==> config.mk <==
export PLATFORM = sky130hd
export DESIGN_NAME = uart_line_command_decoder_unit_flat
export DESIGN_NICKNAME = d
export VERILOG_FILES = /design/src/sv/ulcd_pkg.sv /design/src/sv/ulcd_in_if.sv /design/src/sv/ulcd_out_if.sv /design/src/sv/ulcd_ctrl.sv /design/src/sv/ulcd_datapath.sv /design/src/sv/uart_line_command_decoder_unit.sv /design/src/flat_wrapper.sv
export SDC_FILE = /design/constraint.sdc
export NUM_CORES = 1
export LEC_CHECK = 0
export ABC_AREA = 1
export BUFFER_PORTS_ARGS = -buffer_cell sky130_fd_sc_hd__clkbuf_2
export CORE_MARGIN = 3
export CORE_UTILIZATION = 59
export CTS_CLUSTER_SIZE = 10
export DETAILED_ROUTE_END_ITERATION = 10
export PLACE_DENSITY_LB_ADDON = 0.3
export SLEW_MARGIN = 20
export SYNTH_ARGS = -nofsm -noshare
export SYNTH_HDL_FRONTEND = slang
export SYNTH_HIERARCHICAL = 1
export SYNTH_SLANG_ARGS = --single-unit
export TNS_END_PERCENT = 10
==> constraint.sdc <==
create_clock -name clk -period 8.18 [get_ports clk]
set_clock_uncertainty 0.2 [all_clocks]
set_input_delay 1.636 -clock clk [delete_from_list [all_inputs] [get_ports clk]]
set_output_delay 1.636 -clock clk [all_outputs]
set_load 0.005 [all_outputs]
==> src/sv/ulcd_pkg.sv <==
// ulcd_pkg: shared types, character codes, action codes and word tables
// for the serial line command decoder. No dependencies.
`timescale 1ns / 1ps

package ulcd_pkg;

  // action codes carried in the result word
  localparam logic [1:0] ACT_NONE  = 2'd0;
  localparam logic [1:0] ACT_START = 2'd1;
  localparam logic [1:0] ACT_STOP  = 2'd2;
  localparam logic [1:0] ACT_BEEP  = 2'd3;

  localparam logic [15:0] BEEP_RESET = 16'd100;

  // character codes
  localparam logic [7:0] CHAR_NUL   = 8'h00;
  localparam logic [7:0] CHAR_TAB   = 8'h09;
  localparam logic [7:0] CHAR_LF    = 8'h0A;
  localparam logic [7:0] CHAR_CR    = 8'h0D;
  localparam logic [7:0] CHAR_SPACE = 8'h20;
  localparam logic [7:0] CHAR_PLUS  = 8'h2B;
  localparam logic [7:0] CHAR_COMMA = 8'h2C;
  localparam logic [7:0] CHAR_MINUS = 8'h2D;
  localparam logic [7:0] CHAR_ZERO  = 8'h30;
  localparam logic [7:0] CHAR_NINE  = 8'h39;
  localparam logic [7:0] CHAR_COLON = 8'h3A;
  localparam logic [7:0] CHAR_A     = 8'h61;
  localparam logic [7:0] CHAR_T     = 8'h74;

  // whole-line command words
  localparam logic [39:0] WORD_START = "start";
  localparam logic [31:0] WORD_STOP  = "stop";
  localparam logic [31:0] WORD_BEEP  = "beep";

  // number conversion phases
  localparam logic [1:0] NUM_LEAD  = 2'd0;
  localparam logic [1:0] NUM_DIGIT = 2'd1;
  localparam logic [1:0] NUM_DONE  = 2'd2;

  // accumulator wide enough for one step past the saturation limit
  localparam int ACC_W = 37;
  localparam logic [ACC_W-1:0] ACC_LIMIT = 37'd10000000000;
  localparam logic [ACC_W-1:0] ACC_POS_MAX = 37'd2147483647;
  localparam logic [ACC_W-1:0] ACC_NEG_MAX = 37'd2147483648;

  // controller to datapath commands
  typedef struct packed {
    logic store;  // keep a received byte in the line store
    logic init;   // terminator seen: latch content length, clear scan state
    logic step;   // scan one stored byte per cycle
    logic load;   // move the decoded line into the result register
  } ctl_cmd_t;

  // datapath to controller status
  typedef struct packed {
    logic term_byte;  // offered byte is CR or LF
    logic scan_end;   // all content bytes decoded
    logic out_busy;   // result register full and not taken this cycle
  } dp_stat_t;

  // byte idx of a command word, zero past its end
  function automatic logic [7:0] word_byte(input logic [1:0] act, input logic [2:0] idx);
    logic [7:0] b;
    b = CHAR_NUL;
    case (act)
      ACT_START: begin
        if (idx < 3'd5) b = WORD_START[8*(4-idx) +: 8];
      end
      ACT_STOP: begin
        if (idx < 3'd4) b = WORD_STOP[8*(3-idx) +: 8];
      end
      ACT_BEEP: begin
        if (idx < 3'd4) b = WORD_BEEP[8*(3-idx) +: 8];
      end
      default: b = CHAR_NUL;
    endcase
    return b;
  endfunction

  function automatic logic [2:0] word_len(input logic [1:0] act);
    logic [2:0] n;
    case (act)
      ACT_START: n = 3'd5;
      ACT_STOP:  n = 3'd4;
      ACT_BEEP:  n = 3'd4;
      default:   n = 3'd0;
    endcase
    return n;
  endfunction

endpackage

==> src/sv/ulcd_in_if.sv <==
// ulcd_in_if: received byte channel, valid/ready handshake.
// Depends on nothing.
`timescale 1ns / 1ps

interface ulcd_in_if;
  logic       valid;
  logic       ready;
  logic [7:0] rx_data;

  modport source (output valid, output rx_data, input ready);
  modport sink (input valid, input rx_data, output ready);
endinterface

==> src/sv/ulcd_out_if.sv <==
// ulcd_out_if: decoded line result channel, valid/ready handshake.
// Depends on nothing.
`timescale 1ns / 1ps

interface ulcd_out_if;
  logic               valid;
  logic               ready;
  logic               angle_valid;
  logic signed [31:0] steer_angle;
  logic [1:0]         action;
  logic [15:0]        beep_time;

  modport source (output valid, output angle_valid, output steer_angle, output action,
                  output beep_time, input ready);
  modport sink (input valid, input angle_valid, input steer_angle, input action,
                input beep_time, output ready);
endinterface

==> src/sv/ulcd_ctrl.sv <==
// ulcd_ctrl: sequencing state machine (collect, scan, finish).
// Depends on ulcd_pkg for the command and status structs.
`timescale 1ns / 1ps

module ulcd_ctrl (
  input  logic              clk,
  input  logic              rst_n,
  input  logic              in_valid,
  output logic              in_ready,
  input  ulcd_pkg::dp_stat_t stat,
  output ulcd_pkg::ctl_cmd_t cmd
);

  localparam logic [1:0] S_COLLECT = 2'd0;
  localparam logic [1:0] S_SCAN    = 2'd1;
  localparam logic [1:0] S_FINISH  = 2'd2;

  logic [1:0] state_r, state_nxt;
  logic       in_acc;

  // bytes are taken only while collecting
  assign in_ready = (state_r == S_COLLECT);
  assign in_acc   = in_valid && in_ready;

  // commands
  always_comb begin
    cmd.store = in_acc && !stat.term_byte;
    cmd.init  = in_acc && stat.term_byte;
    cmd.step  = (state_r == S_SCAN);
    cmd.load  = (state_r == S_FINISH) && !stat.out_busy;
  end

  // next state
  always_comb begin
    state_nxt = state_r;
    case (state_r)
      S_COLLECT: begin
        if (in_acc && stat.term_byte) state_nxt = S_SCAN;
      end
      S_SCAN: begin
        if (stat.scan_end) state_nxt = S_FINISH;
      end
      S_FINISH: begin
        if (!stat.out_busy) state_nxt = S_COLLECT;
      end
      default: state_nxt = S_COLLECT;
    endcase
  end

  always_ff @(posedge clk) begin
    if (!rst_n) begin
      state_r <= S_COLLECT;
    end else begin
      state_r <= state_nxt;
    end
  end

endmodule

==> src/sv/ulcd_datapath.sv <==
// ulcd_datapath: line store, byte-serial line decoder, config register
// and result register. Depends on ulcd_pkg and ulcd_out_if.
`timescale 1ns / 1ps

module ulcd_datapath #(
  parameter int LINE_BYTES = 16,
  localparam int AW = $clog2(LINE_BYTES)
) (
  input  logic               clk,
  input  logic               rst_n,
  input  ulcd_pkg::ctl_cmd_t cmd,
  output ulcd_pkg::dp_stat_t stat,
  input  logic [7:0]         rx_data,
  input  logic               cfg_we,
  input  logic [15:0]        cfg_wdata,
  ulcd_out_if.source         out_ch
);

  localparam logic [AW-1:0] CNT_FULL = AW'(LINE_BYTES - 1);
  localparam logic [AW-1:0] CNT_KEEP = AW'(LINE_BYTES - 2);

  // line store
  logic [7:0] mem [LINE_BYTES];
  logic [7:0] rd_data_r;

  // fill and scan control
  logic [AW-1:0] cnt_r, m_r, rd_idx_r;
  logic          pend_r, stop_r, rd_go;

  // whole-line word match
  logic [2:0] wpos_r, wpos_nxt;
  logic       mst_r, mst_nxt, msp_r, msp_nxt, mbp_r, mbp_nxt;

  // token and pair state
  logic             tok_any_r, tok_any_nxt;
  logic [1:0]       tpos_r, tpos_nxt;
  logic             tok_ta_r, tok_ta_nxt;
  logic             have_cmd_r, have_cmd_nxt;
  logic             cmd_ta_r, cmd_ta_nxt;
  logic             ang_valid_r, ang_valid_nxt;
  logic [31:0]      angle_r, angle_nxt;

  // number conversion
  logic [1:0]                 ph_r, ph_nxt;
  logic                       neg_r, neg_nxt;
  logic [ulcd_pkg::ACC_W-1:0] acc_r, acc_nxt, acc_step;
  logic [31:0]                clamp_val;

  // config and result registers
  logic [15:0] beep_dur_r;
  logic        out_valid_r;
  logic        o_angle_valid_r;
  logic [31:0] o_angle_r;
  logic [1:0]  o_action_r;
  logic [15:0] o_beep_r;

  logic [7:0] c;
  logic       proc, is_sep, is_digit, is_ws, tok_is_ta, pair_hit;
  logic       fin_valid;
  logic [31:0] fin_angle;
  logic [1:0]  fin_action;

  assign c        = rd_data_r;
  assign proc     = pend_r && !stop_r && (c != ulcd_pkg::CHAR_NUL);
  assign is_sep   = (c == ulcd_pkg::CHAR_COLON) || (c == ulcd_pkg::CHAR_COMMA);
  assign is_digit = (c >= ulcd_pkg::CHAR_ZERO) && (c <= ulcd_pkg::CHAR_NINE);
  assign is_ws    = (c == ulcd_pkg::CHAR_SPACE) ||
                    ((c >= ulcd_pkg::CHAR_TAB) && (c <= ulcd_pkg::CHAR_CR));
  assign tok_is_ta = tok_ta_r && (tpos_r == 2'd2);
  assign pair_hit  = tok_any_r && have_cmd_r && cmd_ta_r;
  assign acc_step  = (acc_r << 3) + (acc_r << 1) + {{(ulcd_pkg::ACC_W-4){1'b0}}, c[3:0]};

  // saturate the current token's value to 32 bits
  always_comb begin
    if (neg_r) begin
      clamp_val = (acc_r > ulcd_pkg::ACC_NEG_MAX) ? 32'h8000_0000 : (32'd0 - acc_r[31:0]);
    end else begin
      clamp_val = (acc_r > ulcd_pkg::ACC_POS_MAX) ? 32'h7FFF_FFFF : acc_r[31:0];
    end
  end

  // status to the controller
  always_comb begin
    stat.term_byte = (rx_data == ulcd_pkg::CHAR_CR) || (rx_data == ulcd_pkg::CHAR_LF);
    stat.scan_end  = stop_r || ((rd_idx_r == m_r) && !pend_r);
    stat.out_busy  = out_valid_r && !out_ch.ready;
  end

  // line store write and registered scan read
  assign rd_go = cmd.step && !stop_r && (rd_idx_r != m_r);

  always_ff @(posedge clk) begin
    if (cmd.store && (cnt_r < CNT_FULL)) mem[cnt_r] <= rx_data;
    if (rd_go) rd_data_r <= mem[rd_idx_r];
  end

  always_ff @(posedge clk) begin
    if (!rst_n) begin
      cnt_r    <= '0;
      m_r      <= '0;
      rd_idx_r <= '0;
      pend_r   <= 1'b0;
      stop_r   <= 1'b0;
    end else begin
      if (cmd.store && (cnt_r < CNT_FULL)) cnt_r <= cnt_r + 1'b1;
      if (cmd.init) begin
        // a full store loses its last byte to the terminator clear
        m_r      <= (cnt_r == CNT_FULL) ? CNT_KEEP : cnt_r;
        cnt_r    <= '0;
        rd_idx_r <= '0;
        pend_r   <= 1'b0;
        stop_r   <= 1'b0;
      end else begin
        pend_r <= rd_go;
        if (rd_go) rd_idx_r <= rd_idx_r + 1'b1;
        if (pend_r && !stop_r && (c == ulcd_pkg::CHAR_NUL)) stop_r <= 1'b1;
      end
    end
  end

  // per-byte decode step
  always_comb begin
    wpos_nxt      = wpos_r;
    mst_nxt       = mst_r;
    msp_nxt       = msp_r;
    mbp_nxt       = mbp_r;
    tok_any_nxt   = tok_any_r;
    tpos_nxt      = tpos_r;
    tok_ta_nxt    = tok_ta_r;
    have_cmd_nxt  = have_cmd_r;
    cmd_ta_nxt    = cmd_ta_r;
    ang_valid_nxt = ang_valid_r;
    angle_nxt     = angle_r;
    ph_nxt        = ph_r;
    neg_nxt       = neg_r;
    acc_nxt       = acc_r;
    if (cmd.init) begin
      wpos_nxt      = 3'd0;
      mst_nxt       = 1'b1;
      msp_nxt       = 1'b1;
      mbp_nxt       = 1'b1;
      tok_any_nxt   = 1'b0;
      tpos_nxt      = 2'd0;
      tok_ta_nxt    = 1'b1;
      have_cmd_nxt  = 1'b0;
      cmd_ta_nxt    = 1'b0;
      ang_valid_nxt = 1'b0;
      angle_nxt     = 32'd0;
      ph_nxt        = ulcd_pkg::NUM_LEAD;
      neg_nxt       = 1'b0;
      acc_nxt       = '0;
    end else if (proc) begin
      // whole-line compare against the command words
      mst_nxt = mst_r && (c == ulcd_pkg::word_byte(ulcd_pkg::ACT_START, wpos_r));
      msp_nxt = msp_r && (c == ulcd_pkg::word_byte(ulcd_pkg::ACT_STOP, wpos_r));
      mbp_nxt = mbp_r && (c == ulcd_pkg::word_byte(ulcd_pkg::ACT_BEEP, wpos_r));
      if (wpos_r != 3'd7) wpos_nxt = wpos_r + 3'd1;

      if (is_sep) begin
        // token ends; empty tokens leave the pair state alone
        if (tok_any_r) begin
          if (c == ulcd_pkg::CHAR_COLON) begin
            have_cmd_nxt = 1'b1;
            cmd_ta_nxt   = tok_is_ta;
          end else begin
            if (have_cmd_r && cmd_ta_r) begin
              angle_nxt     = clamp_val;
              ang_valid_nxt = 1'b1;
            end
            have_cmd_nxt = 1'b0;
          end
        end
        tok_any_nxt = 1'b0;
        tpos_nxt    = 2'd0;
        tok_ta_nxt  = 1'b1;
        ph_nxt      = ulcd_pkg::NUM_LEAD;
        neg_nxt     = 1'b0;
        acc_nxt     = '0;
      end else begin
        tok_any_nxt = 1'b1;
        tok_ta_nxt  = tok_ta_r &&
                      (((tpos_r == 2'd0) && (c == ulcd_pkg::CHAR_T)) ||
                       ((tpos_r == 2'd1) && (c == ulcd_pkg::CHAR_A)));
        if (tpos_r != 2'd3) tpos_nxt = tpos_r + 2'd1;
        // decimal conversion with leading blanks and optional sign
        case (ph_r)
          ulcd_pkg::NUM_LEAD: begin
            if (is_ws) begin
              ph_nxt = ulcd_pkg::NUM_LEAD;
            end else if ((c == ulcd_pkg::CHAR_PLUS) || (c == ulcd_pkg::CHAR_MINUS)) begin
              neg_nxt = (c == ulcd_pkg::CHAR_MINUS);
              ph_nxt  = ulcd_pkg::NUM_DIGIT;
            end else if (is_digit) begin
              acc_nxt = acc_step;
              ph_nxt  = ulcd_pkg::NUM_DIGIT;
            end else begin
              ph_nxt = ulcd_pkg::NUM_DONE;
            end
          end
          ulcd_pkg::NUM_DIGIT: begin
            if (is_digit) begin
              if (acc_r < ulcd_pkg::ACC_LIMIT) acc_nxt = acc_step;
            end else begin
              ph_nxt = ulcd_pkg::NUM_DONE;
            end
          end
          default: ph_nxt = ulcd_pkg::NUM_DONE;
        endcase
      end
    end
  end

  always_ff @(posedge clk) begin
    wpos_r      <= wpos_nxt;
    mst_r       <= mst_nxt;
    msp_r       <= msp_nxt;
    mbp_r       <= mbp_nxt;
    tok_any_r   <= tok_any_nxt;
    tpos_r      <= tpos_nxt;
    tok_ta_r    <= tok_ta_nxt;
    have_cmd_r  <= have_cmd_nxt;
    cmd_ta_r    <= cmd_ta_nxt;
    ang_valid_r <= ang_valid_nxt;
    angle_r     <= angle_nxt;
    ph_r        <= ph_nxt;
    neg_r       <= neg_nxt;
    acc_r       <= acc_nxt;
  end

  // line end closes the open token and settles the action
  always_comb begin
    fin_valid = ang_valid_r || pair_hit;
    fin_angle = pair_hit ? clamp_val : angle_r;
    if (mst_r && (wpos_r == ulcd_pkg::word_len(ulcd_pkg::ACT_START))) begin
      fin_action = ulcd_pkg::ACT_START;
    end else if (msp_r && (wpos_r == ulcd_pkg::word_len(ulcd_pkg::ACT_STOP))) begin
      fin_action = ulcd_pkg::ACT_STOP;
    end else if (mbp_r && (wpos_r == ulcd_pkg::word_len(ulcd_pkg::ACT_BEEP))) begin
      fin_action = ulcd_pkg::ACT_BEEP;
    end else begin
      fin_action = ulcd_pkg::ACT_NONE;
    end
  end

  // config register
  always_ff @(posedge clk) begin
    if (!rst_n) begin
      beep_dur_r <= ulcd_pkg::BEEP_RESET;
    end else if (cfg_we) begin
      beep_dur_r <= cfg_wdata;
    end
  end

  // result register
  always_ff @(posedge clk) begin
    if (!rst_n) begin
      out_valid_r <= 1'b0;
    end else if (cmd.load) begin
      out_valid_r <= 1'b1;
    end else if (out_ch.ready) begin
      out_valid_r <= 1'b0;
    end
  end

  always_ff @(posedge clk) begin
    if (cmd.load) begin
      o_angle_valid_r <= fin_valid;
      o_angle_r       <= fin_angle;
      o_action_r      <= fin_action;
      o_beep_r        <= (fin_action == ulcd_pkg::ACT_BEEP) ? beep_dur_r : 16'd0;
    end
  end

  assign out_ch.valid       = out_valid_r;
  assign out_ch.angle_valid = o_angle_valid_r;
  assign out_ch.steer_angle = o_angle_r;
  assign out_ch.action      = o_action_r;
  assign out_ch.beep_time   = o_beep_r;

endmodule

==> src/sv/uart_line_command_decoder_unit.sv <==
// Serial line command decoder, top level: controller plus datapath.
// Bytes other than CR/LF are stored as they are taken; a terminator starts a scan of the m stored
// content bytes (m <= LINE_BYTES-2), one per cycle through the single store read port.
// A zero byte in the content cuts the scan short. The result is loaded once the scan ends,
// later while the previous result waits; input is taken again from the cycle in which it
// becomes valid. Reset empties the line and result, beep duration = 100.
`timescale 1ns / 1ps

module uart_line_command_decoder_unit #(
  parameter int LINE_BYTES = 16
) (
  input  logic        clk,
  input  logic        rst_n,
  ulcd_in_if.sink     in_ch,
  ulcd_out_if.source  out_ch,
  input  logic        cfg_we,
  input  logic [15:0] cfg_wdata
);

  ulcd_pkg::ctl_cmd_t cmd;
  ulcd_pkg::dp_stat_t stat;

  // sequencing
  ulcd_ctrl u_ctrl (
    .clk      (clk),
    .rst_n    (rst_n),
    .in_valid (in_ch.valid),
    .in_ready (in_ch.ready),
    .stat     (stat),
    .cmd      (cmd)
  );

  // storage and decode
  ulcd_datapath #(
    .LINE_BYTES (LINE_BYTES)
  ) u_dp (
    .clk       (clk),
    .rst_n     (rst_n),
    .cmd       (cmd),
    .stat      (stat),
    .rx_data   (in_ch.rx_data),
    .cfg_we    (cfg_we),
    .cfg_wdata (cfg_wdata),
    .out_ch    (out_ch)
  );

endmodule

==> src/flat_wrapper.sv <==
// flat-port wrapper written by rule: the top's interface ports become plain ports
module uart_line_command_decoder_unit_flat 
#(
  parameter int LINE_BYTES = 16
)
  (clk, rst_n, cfg_we, cfg_wdata, in_ch_valid, in_ch_rx_data, in_ch_ready, out_ch_valid, out_ch_angle_valid, out_ch_steer_angle, out_ch_action, out_ch_beep_time, out_ch_ready);
  ulcd_in_if in_ch_i ();
  ulcd_out_if out_ch_i ();
  input  logic clk;
  input  logic rst_n;
  input  logic cfg_we;
  input  logic [15:0] cfg_wdata;
  input wire logic [$bits(in_ch_i.valid)-1:0] in_ch_valid;
  input wire logic [$bits(in_ch_i.rx_data)-1:0] in_ch_rx_data;
  output wire logic [$bits(in_ch_i.ready)-1:0] in_ch_ready;
  output wire logic [$bits(out_ch_i.valid)-1:0] out_ch_valid;
  output wire logic [$bits(out_ch_i.angle_valid)-1:0] out_ch_angle_valid;
  output wire logic [$bits(out_ch_i.steer_angle)-1:0] out_ch_steer_angle;
  output wire logic [$bits(out_ch_i.action)-1:0] out_ch_action;
  output wire logic [$bits(out_ch_i.beep_time)-1:0] out_ch_beep_time;
  input wire logic [$bits(out_ch_i.ready)-1:0] out_ch_ready;
  assign in_ch_i.valid = in_ch_valid;
  assign in_ch_i.rx_data = in_ch_rx_data;
  assign in_ch_ready = in_ch_i.ready;
  assign out_ch_valid = out_ch_i.valid;
  assign out_ch_angle_valid = out_ch_i.angle_valid;
  assign out_ch_steer_angle = out_ch_i.steer_angle;
  assign out_ch_action = out_ch_i.action;
  assign out_ch_beep_time = out_ch_i.beep_time;
  assign out_ch_i.ready = out_ch_ready;
  uart_line_command_decoder_unit #(.LINE_BYTES(LINE_BYTES)) u_core (.clk(clk), .rst_n(rst_n), .in_ch(in_ch_i), .out_ch(out_ch_i), .cfg_we(cfg_we), .cfg_wdata(cfg_wdata));
endmodule
==> results of run 1 <==
[metrics by stage]
stage	total power, µW	instances	util
global route	4718	2569	0.6704
global placement	2906	2501	0.6291
floorplan	2641	2099	-
detailed placement	2924	2501	0.6291
finish	4454	2569	0.6704
CTS	4455	2569	0.6700
[logic make-up after synthesis]
kind of cell / count (synthesis) / share of synthesized area
buffers and inverters: 313 / 0.07173
other: 1 / 0.0002210
flip-flops: 305 / 0.4701
XOR/XNOR: 50 / 0.02580
adder cells (fa/ha/maj): 86 / 0.06429
AND/OR/NAND/NOR: 988 / 0.2420
AO/OA/AOI/OAI: 326 / 0.1124
multiplexers: 23 / 0.01357
[power by group]
group          internal, µW  total, µW  switching, µW  leakage, µW
sequential             1690       1800            107      0.00268
combinational           392       1130            737      0.00509
clock                   894       1520            631     0.000544
total                  2980       4450           1470      0.00831
[worst min-delay path, cell delays in order (launching register included)]
cell and delay [ns]:
dfxtp_1 0.29, inv_1 0.06, a21oi_1 0.05
[layer usage]
layer,up-vias,track usage
met1,6666,0.3752
met5,-,0
met3,84,0.04345
li1,7106,-
met2,532,0.4216
met4,0,0.07852
[Yosys cell counts (all sizes together)]
cell    instances
nor4            4
a21oi         107
o211ai         12
nand2         558
o31ai           2
dfxtp         118
nor3           28
ha             84
o32ai           9
o221ai         23
o21a           34
o21ai         129
mux2i          23
nand3         138
xnor2          12
buf            24
or2             8
a211oi          1
nor3b           2
clkbuf         42
conb            1
edfxtp        187
nand3b          8
nand4          21
o21bai          5
nor2          220
clkinv          2
xor2           38
and2            1
a31oi           1
fa              2
inv           245
a41oi           3
[state kept, by name, indices dropped and copies added (netlist names), 2 cells and up]
name and cells:
u_core/u_dp/rd_idx_r 4, u_core/u_dp/acc_r 37, u_core/u_dp/wpos_r 3, u_core/u_dp/mem 128
u_core/u_dp/out_ch.beep_time 16, u_core/u_dp/c 8, u_core/u_dp/tpos_r 2, u_core/u_dp/angle_r 32
u_core/u_dp/out_ch.steer_angle 32, u_core/u_dp/out_ch.action 2, u_core/u_dp/cnt_r 4, u_core/u_dp/beep_dur_r 16
u_core/u_ctrl/state_r 2, u_core/u_dp/ph_r 2, u_core/u_dp/m_r 4
[area by class of cell]
type,count,area share
Sequential cell,305,0.4239
Clock inverter,7,0.007177
Multi-Input combinational cell,1481,0.4154
Inverter,247,0.04924
Timing Repair Buffer,90,0.02512
Clock buffer,61,0.05396
Tap cell,378,0.02512
[worst min path at each step]
stage,slack (ns),start,end,depth (start not counted)
floorplan,0.22,u_core/u_dp/mst_r,u_core/u_dp/mst_r,2
detailed placement,0.25,u_core/u_dp/mst_r,u_core/u_dp/mst_r,2
global placement,0.23,u_core/u_dp/mst_r,u_core/u_dp/mst_r,2
finish,0.25,u_core/u_dp/beep_dur_r[15],u_core/u_dp/beep_dur_r[15],2
CTS,0.26,u_core/u_dp/beep_dur_r[15],u_core/u_dp/beep_dur_r[15],2
global route,0.27,u_core/u_dp/beep_dur_r[7],u_core/u_dp/beep_dur_r[7],2
==> metrics.txt, run 1 <==
VDD IR-drop max=0.0002627 V; CP max stage delay=0.44 ns; HP Class=flip-flop to flip-flop; P_leak=0.008314 µW; MaxCap Viol Count=0; worst reg-to-reg setup slack=4.74 ns; sequential area share after synthesis=0.4701; Remaining Overflow, GRT=0; Yosys cell types=46; status=finished clean; period utilisation layout=0.4794; I/O pin count=82; cell taking the most area after synthesis=edfxtp_1; WL met2=18.78 mm; CTS tree=yes; final hold slack=0.2512 ns; largest net degree at the start of global routing=71; number of CTS-inserted buffers=37; Initial Util=0.6042; All-Layer GR Usage=0.2647; Worst path slowest cell=buf_4; PwrDens=236.5 nW/µm²; CP endpoint=u_core/u_dp/angle_r[5]; vias in the first global route=13400; proportion of layout cells with a drive suffix above 1=0.07622; Tightest Pin Transition=1.150 ns; Worst EP arrival=4.14 ns; Crit path max-delay family=buffers and inverters; top routing layer in use=met4; core area=28090 µm²; kind of critical path=input pin to flip-flop; worst path cell trace=clkbuf_2, nor3_1, nand3b_1, nor3b_1, nand3_2, inv_1, buf_4, clkinv_1, buf_4, o21a_1, nand2_1, inv_1; share of the synthesized area in the top cell type=0.3309; DR iter-0 viols=1375; die height=175.6 µm; Setup TNS Final=0 ns; Post-Syn Area=16970 µm²; final max-slew violation count=0; fin nets=2277; crit end category=flip-flop; DRC errors left=0; Seq cells post-synth=305; setup bufs post-CTS=0; DP Wirelength=28.86 mm; Worst-path clk slew=0.06 ns; Hold Buf Count CTS=0; RSZ-0062 raised after global routing=false; WL/cell=16.20 µm; Layout area overhead=10.95%; global-route wire length before repair=66.73 mm; ranking of synthesized cells by area=edfxtp_1, dfxtp_1, nand2_1, ha_1, inv_1; most common cell after layout, fill and taps aside=nand2_1; min Tclk post-route=3.922 ns; Root Driver=clkbuf_16; Startpoint Class=input pin; IO buf count=81; clock latency on the worst-skew pair=0.54 ns; Max FO, Critical Path=47; worst reg2reg path depth=15; die extent in x=175.6 µm; CTS Sinks=305; post-cts resize count=0; Die Area=30840 µm²; H-tree depth=2; Fin. Hold Viols=0; M1 WL=18.41 mm; warning count from the yosys run=6; DP Area=17670 µm²; fmax=0.2550 GHz; pre-CTS setup slack=3.828 ns; beginning of the critical path=in_ch_rx_data[4]; Mapped Cells=2092; finished layout cell area=18830 µm²; CTS Buffer Depth=3; FF/Latch Area=7983 µm²; WP depth=12; RePlAce Congestion=0.9890; Post-Syn Area per Cell=8.112 µm²; Critical Path RT=8.40 ns; DR vias/cell=5.601; Rows=61; RR Endpoint=u_core/u_dp/acc_r[31]; commonest non-fill, non-tap cells in the layout=nand2_1, inv_1, nor2_1, edfxtp_1, nand3_1; fill cell count=2340; total length of routed met3 wires=3.372 mm; area of the multi-input gates=7823 µm²; r2r startpoint=u_core/u_dp/c[3]; initial antenna violation count=0; Relative slew margins=0.2302; Worst Path Buf+Inv=6; ant diodes=0; WL final=41.63 mm; setup ws final=4.258 ns; drt pass-1 iters=5; Vias=14390; Detail Route Antenna Nets=0; setup violators final=0
(Power assumes the default switching activity.)
==> inputs of run 2 (changes only) <==
==> constraint.sdc (replaced) <==
create_clock -name clk -period 3.8 [get_ports clk]
set_clock_uncertainty 0.2 [all_clocks]
set_input_delay 0.76 -clock clk [delete_from_list [all_inputs] [get_ports clk]]
set_output_delay 0.76 -clock clk [all_outputs]
set_load 0.005 [all_outputs]
==> metrics.txt, run 2 (synthesis gave the netlist of run 1 again) <==
status=finished clean; ant diodes=0; Largest regs=u_core/u_dp/mem: 128 flops, u_core/u_dp/acc_r: 37 flops; Post-Layout Cell Count=2580; final max-slew violation count=0; RSZ-0062 raised after global routing=false; IO buf count=81; Detail Route Antenna Nets=0; DRC errors left=0; global-route wire length before repair=68.99 mm; Worst EP arrival=3.39 ns; area of the multi-input gates=7821 µm²; Startpoint Class=flip-flop; die extent in x=175.6 µm; largest net degree at the start of global routing=53; number of CTS-inserted buffers=37; P_leak=0.008374 µW; fmax=0.3126 GHz; Vias=14520; kind of critical path=flip-flop to flip-flop; commonest non-fill, non-tap cells in the layout=nand2_1, inv_1, nor2_1, edfxtp_1, nand3_1; fill cell count=2320; Reg with most FFs=u_core/u_dp/mem; DR vias/cell=5.629; Worst-path clk slew=0.05 ns; min Tclk post-route=3.199 ns; Remaining Overflow, GRT=0; DP Area=17840 µm²; All-Layer GR Usage=0.2756; fin nets=2297; I/O pin count=82; RePlAce Congestion=0.9485; Relative slew margins=0.4033; HP Class=flip-flop to flip-flop; finished layout cell area=18890 µm²; VDD IR-drop max=0.0004550 V; Hold Buf Count CTS=0; CTS tree=yes; drt pass-1 iters=6; PwrDens=502.8 nW/µm²; setup bufs post-CTS=0; DP Cell Count=2521; vias in the first global route=13710; setup violators final=0; clock latency on the worst-skew pair=0.53 ns; most common cell after layout, fill and taps aside=nand2_1; WL final=43.13 mm; post-cts resize count=0; Die Area=30840 µm²; Critical Path RT=3.99 ns; period utilisation layout=0.8419; Initial Util=0.6042; crit end category=flip-flop; core area=28090 µm²; Tightest Pin Transition=0.8940 ns; Max FO, Critical Path=7; CTS Sinks=305; Layout area overhead=11.28%; Setup TNS Final=0 ns; Fin. Hold Viols=0; initial antenna violation count=0; DR iter-0 viols=1192; proportion of layout cells with a drive suffix above 1=0.08356; Root Driver=clkbuf_16; H-tree depth=2; FF/Latch Area=7980 µm²; DP Wirelength=30.65 mm; MaxCap Viol Count=0; Largest register FFs=128; Rows=61; die height=175.6 µm; WL/cell=16.72 µm; CTS Buffer Depth=3
[run 2: cell types whose count changed in the layout (fill, tap and decap cells not counted), moves of 2 or more]
| cell | previous run | this run |
|---|---|---|
| buf_4 | 9 | 28 |
| clkinv_2 | 3 | 0 |
| clkbuf_1 | 24 | 17 |
| inv_6 | 0 | 2 |
| clkinv_16 | 3 | 0 |
[run 2: path summary, 6_finish.rpt]
| kind | from | to | slack [ns] | cells past startpoint |
|---|---|---|---|---|
| setup / recovery | u_core/u_dp/c[3] | u_core/u_dp/acc_r[30] | 0.60 | 13 |
| hold / removal | u_core/u_dp/mst_r | u_core/u_dp/mst_r | 0.25 | 2 |
| setup reg to reg | u_core/u_dp/c[3] | u_core/u_dp/acc_r[30] | 0.60 | 13 |
| hold reg to reg | u_core/u_dp/mst_r | u_core/u_dp/mst_r | 0.25 | 2 |
[run 2: final cells by class]
cell class	count	area share
inverters	247	0.04909
clock inverters	5	0.003114
multi-input cells	1481	0.4141
well taps	378	0.02504
clock buffers	54	0.05240
repair buffers	110	0.03366
flip-flops and latches	305	0.4226
[run 2: routing by layer]
layer / up-vias / global-route usage / part of all wire
met3: 67 / 0.04280 / 0.082
met2: 571 / 0.4490 / 0.45
met1: 6742 / 0.3913 / 0.45
met5: - / 0 / 0
met4: 0 / 0.06302 / 0.018
li1: 7144 / - / -
[run 2: worst max-delay path, stage by stage, from the launching register on]
cell and delay (ns):
edfxtp_1 0.49, inv_2 0.15, fa_1 0.56, fa_1 0.50, o21ai_0 0.36, nand2_1 0.09, nand2_1 0.12, nand2_1 0.06
nand2_1 0.11, nand2_1 0.12, nand2_1 0.10, nand2_1 0.06, nand3_1 0.09, a21oi_1 0.07
[run 2: per-stage QoR]
| stage | hold slack (ns) | util | total power (µW) | worst slack [ns] |
|---|---|---|---|---|
| 6_report | 0.2490 | 0.6724 | 9495 | 0.6007 |
| 4_1_cts | 0.2498 | 0.6724 | 9481 | 0.6239 |
| 3_3_place_gp | 0.2289 | 0.6351 | 6295 | 0.6012 |
| 3_5_place_dp | 0.2395 | 0.6351 | 6350 | 0.4822 |
| 2_1_floorplan | 0.2181 | - | 5685 | 0.2888 |
| 5_1_grt | 0.2710 | 0.6724 | 10040 | 0.3579 |
[run 2: power by group]
part	total, µW	switching [µW]	internal, µW
clock network	3130	1270	1860
registers	3890	241	3650
logic	2480	1630	849
